### src/rtl/cfe_pkg.sv
`timescale 1ns / 1ps
// Shared types and constants of the CSV field extractor.
// No dependencies; cfe_step and csv_field_extractor_core import this package.
package cfe_pkg;

  // Column and value length bounds
  localparam int unsigned MAX_COLUMNS     = 256;
  localparam int unsigned MAX_VALUE_BYTES = 4096;

  // Field widths
  localparam int unsigned REC_W  = 24;
  localparam int unsigned COL_W  = 8;
  localparam int unsigned FCNT_W = 9;
  localparam int unsigned LEN_W  = 13;
  localparam int unsigned CFG_DATA_W = 24;

  // Characters the parser reacts to
  localparam logic [7:0] CHR_QUOTE = 8'h22;
  localparam logic [7:0] CHR_COMMA = 8'h2C;
  localparam logic [7:0] CHR_LF    = 8'h0A;
  localparam logic [7:0] CHR_CR    = 8'h0D;
  localparam logic [7:0] CHR_EOF   = 8'h00;

  typedef enum logic {
    CMD_START = 1'b0,
    CMD_DATA  = 1'b1
  } cmd_e;

  typedef enum logic [1:0] {
    ST_BYTE  = 2'd0,
    ST_DONE  = 2'd1,
    ST_ERROR = 2'd2
  } status_e;

  typedef enum logic {
    REG_RECORD_COUNT = 1'b0,
    REG_COL_TOTAL    = 1'b1
  } cfg_reg_e;

  // Input item
  typedef struct packed {
    cmd_e              command;
    logic [REC_W-1:0]  rec_sel;
    logic [COL_W-1:0]  col_sel;
    logic [LEN_W-1:0]  max_length;
    logic [7:0]        data_byte;
  } in_item_t;

  // Result item
  typedef struct packed {
    status_e           status;
    logic [7:0]        out_byte;
    logic [LEN_W-1:0]  length;
    logic              last;
  } out_item_t;

  // Lookup state carried from item to item
  typedef struct packed {
    logic              busy;
    logic [COL_W-1:0]  target_column;
    logic [COL_W-1:0]  column_counter;
    logic              in_quotes;
    logic [LEN_W-1:0]  copied_count;
    logic [LEN_W-1:0]  length_limit;
  } lookup_state_t;

  // Table geometry from the configuration registers
  typedef struct packed {
    logic [REC_W-1:0]  record_count;
    logic [FCNT_W-1:0] col_total;
  } table_cfg_t;

endpackage

### src/rtl/cfe_stream_if.sv
`timescale 1ns / 1ps
// Valid/ready stream channel with a typed payload.
// Payload types come from cfe_pkg at instantiation.
interface cfe_stream_if #(
  parameter type T = logic
) ();
  logic valid;
  logic ready;
  T     data;

  modport source (output valid, output data, input ready);
  modport sink   (input valid, input data, output ready);
endinterface

### src/rtl/cfe_step.sv
`timescale 1ns / 1ps
// Per-item update of the lookup: next state and the optional result item.
// Purely combinational; depends on cfe_pkg.
module cfe_step (
  input  cfe_pkg::lookup_state_t state_q_i,
  input  cfe_pkg::table_cfg_t    cfg_i,
  input  cfe_pkg::in_item_t      item_i,
  output cfe_pkg::lookup_state_t state_d_o,
  output logic                   res_valid_o,
  output cfe_pkg::out_item_t     res_o
);
  import cfe_pkg::*;

  logic [FCNT_W-1:0] cols;
  logic [LEN_W-1:0]  limit_sat;
  logic              start_bad;
  logic              at_target;
  logic              is_quote;
  logic              ends_field;
  logic [7:0]        b;

  // Saturate the column count and the length limit
  assign cols      = (cfg_i.col_total > FCNT_W'(MAX_COLUMNS))
                     ? FCNT_W'(MAX_COLUMNS) : cfg_i.col_total;
  assign limit_sat = (item_i.max_length > LEN_W'(MAX_VALUE_BYTES))
                     ? LEN_W'(MAX_VALUE_BYTES) : item_i.max_length;
  assign start_bad = (item_i.rec_sel >= cfg_i.record_count)
                  || ({1'b0, item_i.col_sel} >= cols);

  // Byte classification
  assign b          = item_i.data_byte;
  assign at_target  = (state_q_i.column_counter == state_q_i.target_column);
  assign is_quote   = (b == CHR_QUOTE);
  assign ends_field = is_quote
                   || (!state_q_i.in_quotes
                       && ((b == CHR_COMMA) || (b == CHR_LF) || (b == CHR_CR)));

  // Next state and result
  always_comb begin
    state_d_o       = state_q_i;
    res_valid_o     = 1'b0;
    res_o.status    = ST_BYTE;
    res_o.out_byte  = '0;
    res_o.length    = '0;
    res_o.last      = 1'b0;
    unique case (item_i.command)
      CMD_START: begin
        state_d_o.busy = 1'b0;
        if (start_bad) begin
          res_valid_o  = 1'b1;
          res_o.status = ST_ERROR;
          res_o.last   = 1'b1;
        end else begin
          state_d_o.busy           = 1'b1;
          state_d_o.target_column  = item_i.col_sel;
          state_d_o.column_counter = '0;
          state_d_o.in_quotes      = 1'b0;
          state_d_o.copied_count   = '0;
          state_d_o.length_limit   = limit_sat;
        end
      end
      CMD_DATA: begin
        if (state_q_i.busy) begin
          priority if (b == CHR_EOF) begin
            // End of file closes the value or fails the lookup
            res_valid_o    = 1'b1;
            res_o.last     = 1'b1;
            state_d_o.busy = 1'b0;
            if (at_target) begin
              res_o.status = ST_DONE;
              res_o.length = state_q_i.copied_count;
            end else begin
              res_o.status = ST_ERROR;
            end
          end else if ((state_q_i.copied_count == '0) && is_quote) begin
            // Drop the quote, flip the quoted flag
            state_d_o.in_quotes = !state_q_i.in_quotes;
          end else if (at_target) begin
            res_valid_o = 1'b1;
            if (ends_field) begin
              res_o.status   = ST_DONE;
              res_o.length   = state_q_i.copied_count;
              res_o.last     = 1'b1;
              state_d_o.busy = 1'b0;
            end else if (state_q_i.copied_count >= state_q_i.length_limit) begin
              res_o.status   = ST_ERROR;
              res_o.last     = 1'b1;
              state_d_o.busy = 1'b0;
            end else begin
              res_o.status           = ST_BYTE;
              res_o.out_byte         = b;
              state_d_o.copied_count = state_q_i.copied_count + LEN_W'(1);
            end
          end else begin
            // Skip columns ahead of the wanted one; a line feed here fails the lookup
            if (!state_q_i.in_quotes && (b == CHR_COMMA)) begin
              state_d_o.column_counter = state_q_i.column_counter + COL_W'(1);
            end
            if (b == CHR_LF) begin
              res_valid_o    = 1'b1;
              res_o.status   = ST_ERROR;
              res_o.last     = 1'b1;
              state_d_o.busy = 1'b0;
            end
          end
        end
      end
      default: begin
        state_d_o = state_q_i;
      end
    endcase
  end

endmodule

### src/rtl/csv_field_extractor_core.sv
`timescale 1ns / 1ps
// CSV field extractor top level: config registers, lookup state, result buffer.
// Depends on cfe_pkg, cfe_stream_if and cfe_step.
//
//   channel  | dir | payload     | handshake
//   ---------+-----+-------------+-------------------------------
//   in_i     | in  | in_item_t   | valid/ready, accept on both high
//   out_o    | out | out_item_t  | valid/ready, accept on both high
//   cfg      | in  | idx + data  | write on cfg_we_i, no wait
//
// One item per cycle while in_i.ready is high: each accepted item updates the
// lookup state in the cycle it is taken, and its result (if any) is registered
// in the output register or, behind a waiting result, in the skid entry.
// Reset clears the lookup to idle, record_count to 0 and the column total to 1.
// A two-entry result buffer (output register plus skid) keeps input ready
// while one result waits; in_i.ready drops only when both entries are full.
module csv_field_extractor_core (
  input  logic                               clk_i,
  input  logic                               rst_ni,
  input  logic                               cfg_we_i,
  input  cfe_pkg::cfg_reg_e                  cfg_idx_i,
  input  logic [cfe_pkg::CFG_DATA_W-1:0]     cfg_wdata_i,
  cfe_stream_if.sink                         in_i,
  cfe_stream_if.source                       out_o
);
  import cfe_pkg::*;

  table_cfg_t    cfg_q;
  lookup_state_t state_q, state_d;
  out_item_t     res;
  logic          res_valid;
  out_item_t     out_q, skid_q;
  logic          out_valid_q, skid_valid_q;
  logic          accept, push, pop;
  in_item_t      item;

  assign item   = in_i.data;
  assign accept = in_i.valid && in_i.ready;
  assign push   = accept && res_valid;
  assign pop    = out_valid_q && out_o.ready;

  // Configuration registers
  always_ff @(posedge clk_i or negedge rst_ni) begin
    if (!rst_ni) begin
      cfg_q.record_count <= '0;
      cfg_q.col_total    <= FCNT_W'(1);
    end else if (cfg_we_i) begin
      unique case (cfg_idx_i)
        REG_RECORD_COUNT: cfg_q.record_count <= cfg_wdata_i[REC_W-1:0];
        REG_COL_TOTAL:    cfg_q.col_total    <= cfg_wdata_i[FCNT_W-1:0];
        default:          cfg_q <= cfg_q;
      endcase
    end
  end

  cfe_step u_step (
    .state_q_i   (state_q),
    .cfg_i       (cfg_q),
    .item_i      (item),
    .state_d_o   (state_d),
    .res_valid_o (res_valid),
    .res_o       (res)
  );

  // Advance the lookup state on each accepted item
  always_ff @(posedge clk_i or negedge rst_ni) begin
    if (!rst_ni) begin
      state_q <= '0;
    end else if (accept) begin
      state_q <= state_d;
    end
  end

  // Result buffer occupancy
  always_ff @(posedge clk_i or negedge rst_ni) begin
    if (!rst_ni) begin
      out_valid_q  <= 1'b0;
      skid_valid_q <= 1'b0;
    end else if (skid_valid_q) begin
      if (pop) begin
        skid_valid_q <= 1'b0;
      end
    end else if (push && out_valid_q && !pop) begin
      skid_valid_q <= 1'b1;
    end else if (push) begin
      out_valid_q <= 1'b1;
    end else if (pop) begin
      out_valid_q <= 1'b0;
    end
  end

  // Result buffer payload
  always_ff @(posedge clk_i) begin
    if (skid_valid_q) begin
      if (pop) begin
        out_q <= skid_q;
      end
    end else if (push && out_valid_q && !pop) begin
      skid_q <= res;
    end else if (push) begin
      out_q <= res;
    end
  end

  assign in_i.ready  = !skid_valid_q;
  assign out_o.valid = out_valid_q;
  assign out_o.data  = out_q;

  // Skid entry is only used behind a full output register
  a_skid_behind_out: assert property (@(posedge clk_i) disable iff (!rst_ni)
    skid_valid_q |-> out_valid_q)
    else $error("skid entry valid while output register empty");

  // A closing result leaves the lookup idle
  a_last_ends_lookup: assert property (@(posedge clk_i) disable iff (!rst_ni)
    (push && res.last) |=> !state_q.busy)
    else $error("lookup still busy after final result");

  // Every emitted value byte counts once
  a_byte_counts: assert property (@(posedge clk_i) disable iff (!rst_ni)
    (push && (res.status == ST_BYTE))
      |=> (state_q.copied_count == $past(state_q.copied_count) + LEN_W'(1)))
    else $error("copied count out of step with emitted bytes");

  // Copy never runs past the limit
  a_within_limit: assert property (@(posedge clk_i) disable iff (!rst_ni)
    state_q.busy |-> (state_q.copied_count <= state_q.length_limit))
    else $error("copied count above length limit");

  // Only byte results keep the lookup open
  a_last_matches_status: assert property (@(posedge clk_i) disable iff (!rst_ni)
    push |-> (res.last == (res.status != ST_BYTE)))
    else $error("last flag disagrees with status");

endmodule
### src/flat_wrapper.sv
// flat-port wrapper written by rule: the top's interface ports become plain ports
module csv_field_extractor_core_flat import cfe_pkg::*;
  (clk_i, rst_ni, cfg_we_i, cfg_idx_i, cfg_wdata_i, in_i_valid, in_i_data, in_i_ready, out_o_valid, out_o_data, out_o_ready);
  cfe_stream_if in_i_i ();
  cfe_stream_if out_o_i ();
  input  logic clk_i;
  input  logic rst_ni;
  input  logic cfg_we_i;
  input  cfe_pkg::cfg_reg_e cfg_idx_i;
  input  logic [cfe_pkg::CFG_DATA_W-1:0] cfg_wdata_i;
  input wire logic [$bits(in_i_i.valid)-1:0] in_i_valid;
  input wire logic [$bits(in_i_i.data)-1:0] in_i_data;
  output wire logic [$bits(in_i_i.ready)-1:0] in_i_ready;
  output wire logic [$bits(out_o_i.valid)-1:0] out_o_valid;
  output wire logic [$bits(out_o_i.data)-1:0] out_o_data;
  input wire logic [$bits(out_o_i.ready)-1:0] out_o_ready;
  assign in_i_i.valid = in_i_valid;
  assign in_i_i.data = in_i_data;
  assign in_i_ready = in_i_i.ready;
  assign out_o_valid = out_o_i.valid;
  assign out_o_data = out_o_i.data;
  assign out_o_i.ready = out_o_ready;
  csv_field_extractor_core u_core (.clk_i(clk_i), .rst_ni(rst_ni), .cfg_we_i(cfg_we_i), .cfg_idx_i(cfg_idx_i), .cfg_wdata_i(cfg_wdata_i), .in_i(in_i_i), .out_o(out_o_i));
endmodule
### config.mk
export PLATFORM = sky130hd
export DESIGN_NAME = csv_field_extractor_core_flat
export DESIGN_NICKNAME = d
export VERILOG_FILES = /design/src/rtl/cfe_pkg.sv /design/src/rtl/cfe_stream_if.sv /design/src/rtl/cfe_step.sv /design/src/rtl/csv_field_extractor_core.sv /design/src/flat_wrapper.sv
export SDC_FILE = /design/constraint.sdc
export NUM_CORES = 1
export LEC_CHECK = 0
export ABC_AREA = 1
export BUFFER_PORTS_ARGS = -buffer_cell sky130_fd_sc_hd__buf_2
export CORE_MARGIN = 2
export CORE_UTILIZATION = 50
export CTS_CLUSTER_SIZE = 25
export DETAILED_ROUTE_END_ITERATION = 8
export PLACE_DENSITY = 0.63
export SETUP_SLACK_MARGIN = 0.2
export SLEW_MARGIN = 25
export SYNTH_ARGS = -nofsm -noshare
export SYNTH_HDL_FRONTEND = slang
export SYNTH_HIERARCHICAL = 1
export SYNTH_SLANG_ARGS = --single-unit
### constraint.sdc
create_clock -name clk_i -period 3 [get_ports clk_i]
set_input_delay 0.6 -clock clk_i [delete_from_list [all_inputs] [get_ports clk_i]]
set_output_delay 0.6 -clock clk_i [all_outputs]
set_load 0.005 [all_outputs]
**After elaboration in Yosys (flattened, before gate mapping)**

Cells that the tools add are included.

- Bits in registers: 37
- Input bits: 31
- Output and inout bits: 3
- Logic and storage cells: 40

- Magnitude comparators: 3
- Equal/unequal tests: 2
- Multiplexer cells: 11
- Bitwise operators: 3
- Reduce and logical (&&, ||, !) cells: 15

Operator list:

| operator | count |
|---|---|
| >= comparator 1 x 24 -> 1 bit (first input constant) | 1 |
| 2-to-1 mux 1 bit | 10 |
| >= comparator 1 x 9 -> 1 bit (first input constant) | 1 |
| greater-than comparator 9 bit (second input constant) | 1 |
| 2-to-1 mux 9 bit | 1 |
| AND reduction 2 bit | 3 |
| AND reduction 3 bit | 2 |
| logical AND 1 bit | 5 |
| nonzero test 2 bit | 2 |
| inverter 1 bit | 3 |
| zero test 1 bit | 2 |
| inequality test 2 x 1 -> 1 bit (second input constant) | 1 |
| inequality test 2 bit (second input constant) | 1 |
| logical OR 1 bit | 1 |

**Longest topological paths before layout**

- Depth in word-level cells: 10
- Mapped depth: 17
- Mapped depth without buffers: 17

**Modules after synthesis**

The synthesis kept the hierarchy.

By module, submodules not included:

| module | times used | cells an instance | area an instance (um^2) | seq. area each (um^2) |
|---|---|---|---|---|
| csv_field_extractor_core | 1 | 344 | 3,250.6 | 2,038.2 |
| cfe_step | 1 | 628 | 3,203.1 | 0.0 |

**Worst setup path after synthesis**

Ideal clock, no wire load.

- Path kind: register to register
- Start point: register u_core/cfg_q[4] (netlist bit)
- End point: register u_core.out_q, in the netlist u_core/out_o.data (enable)
- Library setup time: 0.298 ns
- Arrival time: 2.157 ns
- Required time: 2.702 ns
- Slack: 0.545 ns
- Stages on the path, launching flop included: 16
- Buffers on the path: 0
- Clock period less this slack: 2.455 ns
- Path through: dfrtp_1 -> nor4_1 -> a21o_1 -> nand2_1 -> ha_1 -> nand2_1 -> nor3_1 -> nand3b_1 -> nand3_1 -> nor2_1 -> nand3_1 -> nand2_1 -> nand2_1 -> nand3_1 -> o21ai_2 -> nor2_1

- Cells in the longest elaborated chain, start to end: 10
- Elaborated cells between the ends (all ways): 11
- Classes of those cells: order compare (2); eq/ne (1); mux (2); reduce/logical (6)

Ends and longest elaborated chain:

| item | RTL line | source |
|---|---|---|
| start: declaration | csv_field_extractor_core.sv:28 | `table_cfg_t cfg_q;` |
| start signal: assignment | csv_field_extractor_core.sv:51 | `default: cfg_q <= cfg_q;` |
| greater-than comparator 9 bit | cfe_step.sv:23 | `assign cols = (cfg_i.col_total > FCNT_W'(MAX_COLUMNS))` |
| 2-to-1 mux 9 bit (*) | cfe_step.sv:24 | `? FCNT_W'(MAX_COLUMNS) : cfg_i.col_total;` |
| >= comparator 1 x 9 -> 1 bit (*) | cfe_step.sv:28 | `\|\| ({1'b0, item_i.col_sel} >= cols);` |
| logical OR 1 bit (*) | cfe_step.sv:28 |  |
| 2-to-1 mux 1 bit (*) | cfe_step.sv:49 | `if (start_bad) begin` |
| named net u_core.res_valid | csv_field_extractor_core.sv:31 | `logic res_valid;` |
| logical AND 1 bit (*) | csv_field_extractor_core.sv:39 | `assign push = accept && res_valid;` |
| logical AND 1 bit (2 in series) | csv_field_extractor_core.sv:98 | `end else if (push && out_valid_q && !pop) begin` |
| inequality test 2 x 1 -> 1 bit (no source line) | -- |  |
| AND reduction 3 bit (no source line) (*) | -- |  |
| end signal: assignment | csv_field_extractor_core.sv:96 | `out_q <= skid_q;` |
| end signal: assignment | csv_field_extractor_core.sv:101 | `out_q <= res;` |
| end: declaration | csv_field_extractor_core.sv:32 | `out_item_t out_q, skid_q;` |

Mark *: on every way through the listed nets, which the timed path passes. The rest lies on a longest branch.
A chain may end at the register's enable or synchronous reset.

==> run_results.csv <==
group,metric,value,unit
run_status,status,"complete, no violations",
layout,antenna_cells,0,
placement,hpwl,9.94,mm
placement,routabilityCongestion,0.830,
worst_setup_path,critical_path.top_delay_family,"simple AND/OR/NAND/NOR gates",
route,drt_wl_total,14.5,mm
worst_setup_path,critPathKind,"flop to flop",
layout,nNetsFinal,1123,
worst_setup_path,arrival,2.93,ns
layout,drive_above_1_share,0.0934,
global_routing,grt_pass1_wl,25.3,mm
route,num_vias,5811,
die,top_level_ports,34,
sta,hold_viol,0,
sta,layout_setup_ws,0.354,ns
layout,syn2layout_area_growth,16.6,%
worst_setup_path,cp.required,3.28,ns
sta,finalClockSkew,0.00742,ns
global_routing,grt_start_max_net_pins,53,
route,drc,0,
worst_setup_path,cpMostUsedCell,"nand4_1",
flow_run,max_cap_violations,0,
clock_tree,cts_tree,"done",
worst_setup_path,crit_buf_inv,3,
worst_setup_path,worstPathMaxFanout,26,
die,die_w,116,um
layout,final_util,0.602,
placement,preCtsSetupSlack,0.125,ns
layout,fill_cells,1210,
sta,rsz0062_at_grt,"false",
worst_setup_path,crit_path_cell_trace,"nor4_2 > a21o_2 > and2_1 > ha_1 > nand4_1 > nor3_1 > nor2_2 > nand4_1 > buf_4 > buf_12 > clkinvlp_4 > nor2_1 > nand3_1 > nand2_1",
clock_tree,h-tree-depth,3,
die,start_util,0.516,
die,die_h,116,um
worst_setup_path,cp_slowest_cell,"dfstp_2",
worst_setup_path,cp_slowest_stage_delay,0.54,ns
global_routing,grtUsageTotal,0.236,
route,ant_nets,0,
clock_tree,cts_buffers,9,
global_routing,grt_pass1_vias,5398,
pwr,power.leakage,0.00403,uW
clock_tree,clkLatencyLatePin,0.35,ns
clock_tree,clk_pin_slew_worst_paths,0.06,ns
placement,port_buffers,33,
clock_tree,cts_buffer_depth,2,
clock_tree,holdBufCountCts,0,
min_path,hold_class,"input pin to asynchronous set/reset pin",
synthesis,synthCells,939,
sta,timing.final.crit_share,0.882,
worst_setup_path,worst_setup_path_start_kind,"flop",
synthesis,avgSynthCellArea,6.63,um2
sta,fin_crit,2.65,ns
clock_tree,clkSinkCount,81,
route,viasPerCell,4.77,
pwr,finalPower,4560,uW
sta,slew_headroom,0.394,
global_routing,antenna_found_initial,0,
sta,max_freq,0.378,GHz
route,drt_iter0_drc,363,
sta,slew_viol_final,0,
worst_setup_path,cp-end-kind,"flop",
layout,final_cell_area,0.00726,mm2
sta,worst_pin_slew,0.906,ns
die,die_area,0.0134,mm2
die,core,0.0121,mm2
pwr,ir_worst_vdd,0.317,mV
synthesis,synth-warning-count,6,
pwr,p_per_area,628,mW/mm2
sta,fin_tns_setup,0,ns
sta,setup_violations,0,
placement,place_area,0.00674,mm2
global_routing,grt.overflow.total,0,
clock_tree,cts_root_buffer,"clkbuf_16",
route,wl_per_cell,11.9,um
die,num_rows,40,
route,firstDrtPassIters,4,
synthesis,syn_area,0.00623,mm2
-- power by group --
group	leakage (uW)	internal, uW	switching (uW)
Sequential	0.00105	1320	200
Combinational	0.00282	599	1170
Clock	0.000164	814	457
-- timing repair --
action,in CTS,in global routing
cloned,0,1
setup endpoints to repair,2,43
pin swaps,1,6
buffers inserted,0,5
gates resized for setup,3,18
-- area by class of cell --
| cell class | instances | area [um2] | share of cell area |
|---|---|---|---|
| Multi-Input combinational cell | 784 | 3910 | 0.538 |
| Sequential cell | 81 | 2040 | 0.281 |
| Inverter | 124 | 474 | 0.0653 |
| Timing Repair Buffer | 44 | 293 | 0.0403 |
| Clock buffer | 11 | 233 | 0.0321 |
| Tap cell | 168 | 210 | 0.0290 |
| Clock inverter | 5 | 104 | 0.0143 |
-- cell usage in the layout, fill, tap and decap left out, types with 2 or more instances in the layout --
cell type	n
nand2_1	363
nor2_4	2
nor4_2	2
bufinv_16	3
a21oi_1	22
clkbuf_1	2
and2_1	2
nand2_2	9
nor4_1	3
nor3_1	14
inv_1	117
edfxtp_1	2
ha_4	5
buf_2	32
nor2_1	45
xor2_1	2
clkbuf_16	10
conb_1	81
o21ai_1	15
buf_4	9
nand3_2	9
o21ai_0	21
buf_12	2
nand3_1	109
ha_1	43
xnor2_1	4
nor2_2	3
dfrtp_1	78
nand4_1	19
inv_2	4
nand3b_1	2
-- per-stage QoR --
stage / hold slack [ns] / cells
6_report: 0.190 / 1217
5_1_grt: 0.222 / 1217
4_1_cts: 0.203 / 1211
3_5_place_dp: 0.459 / 1195
3_3_place_gp: 0.456 / 1195
2_1_floorplan: 0.304 / 1019
-- worst paths after layout --
path	end	start	depth (start not counted)	slack, ns
worst max-delay path	u_core/state_q[28]	u_core/cfg_q[0]	14	0.35
worst min-delay path	u_core/cfg_q[30]	rst_ni	1	0.19
worst max register to register	u_core/state_q[28]	u_core/cfg_q[0]	14	0.35
worst min register to register	u_core/cfg_q[23]	u_core/cfg_q[23]	2	0.47
max in group asynchronous	u_core/state_q[32]	rst_ni	2	2.19
min in group clk_i	u_core/cfg_q[23]	u_core/cfg_q[23]	2	0.47
-- metal layers --
| layer | global-route usage | wire length, um | part of all wire |
|---|---|---|---|
| met4 | 0.0819 | 256 | 0.018 |
| met1 | 0.336 | 7340 | 0.51 |
| met5 | 0 | 0 | 0 |
| met2 | 0.373 | 6400 | 0.44 |
| met3 | 0.0277 | 450 | 0.031 |
-- flip-flops by register name, summed over array words and instances, names as in the netlist --
signal and count:
u_core/skid_q 1, u_core/out_o.valid 1, u_core/state_q 44, u_core/cfg_q 33, u_core/out_o.data 1, u_core/skid_valid_q 1
Power figures use the tool's default switching activity.
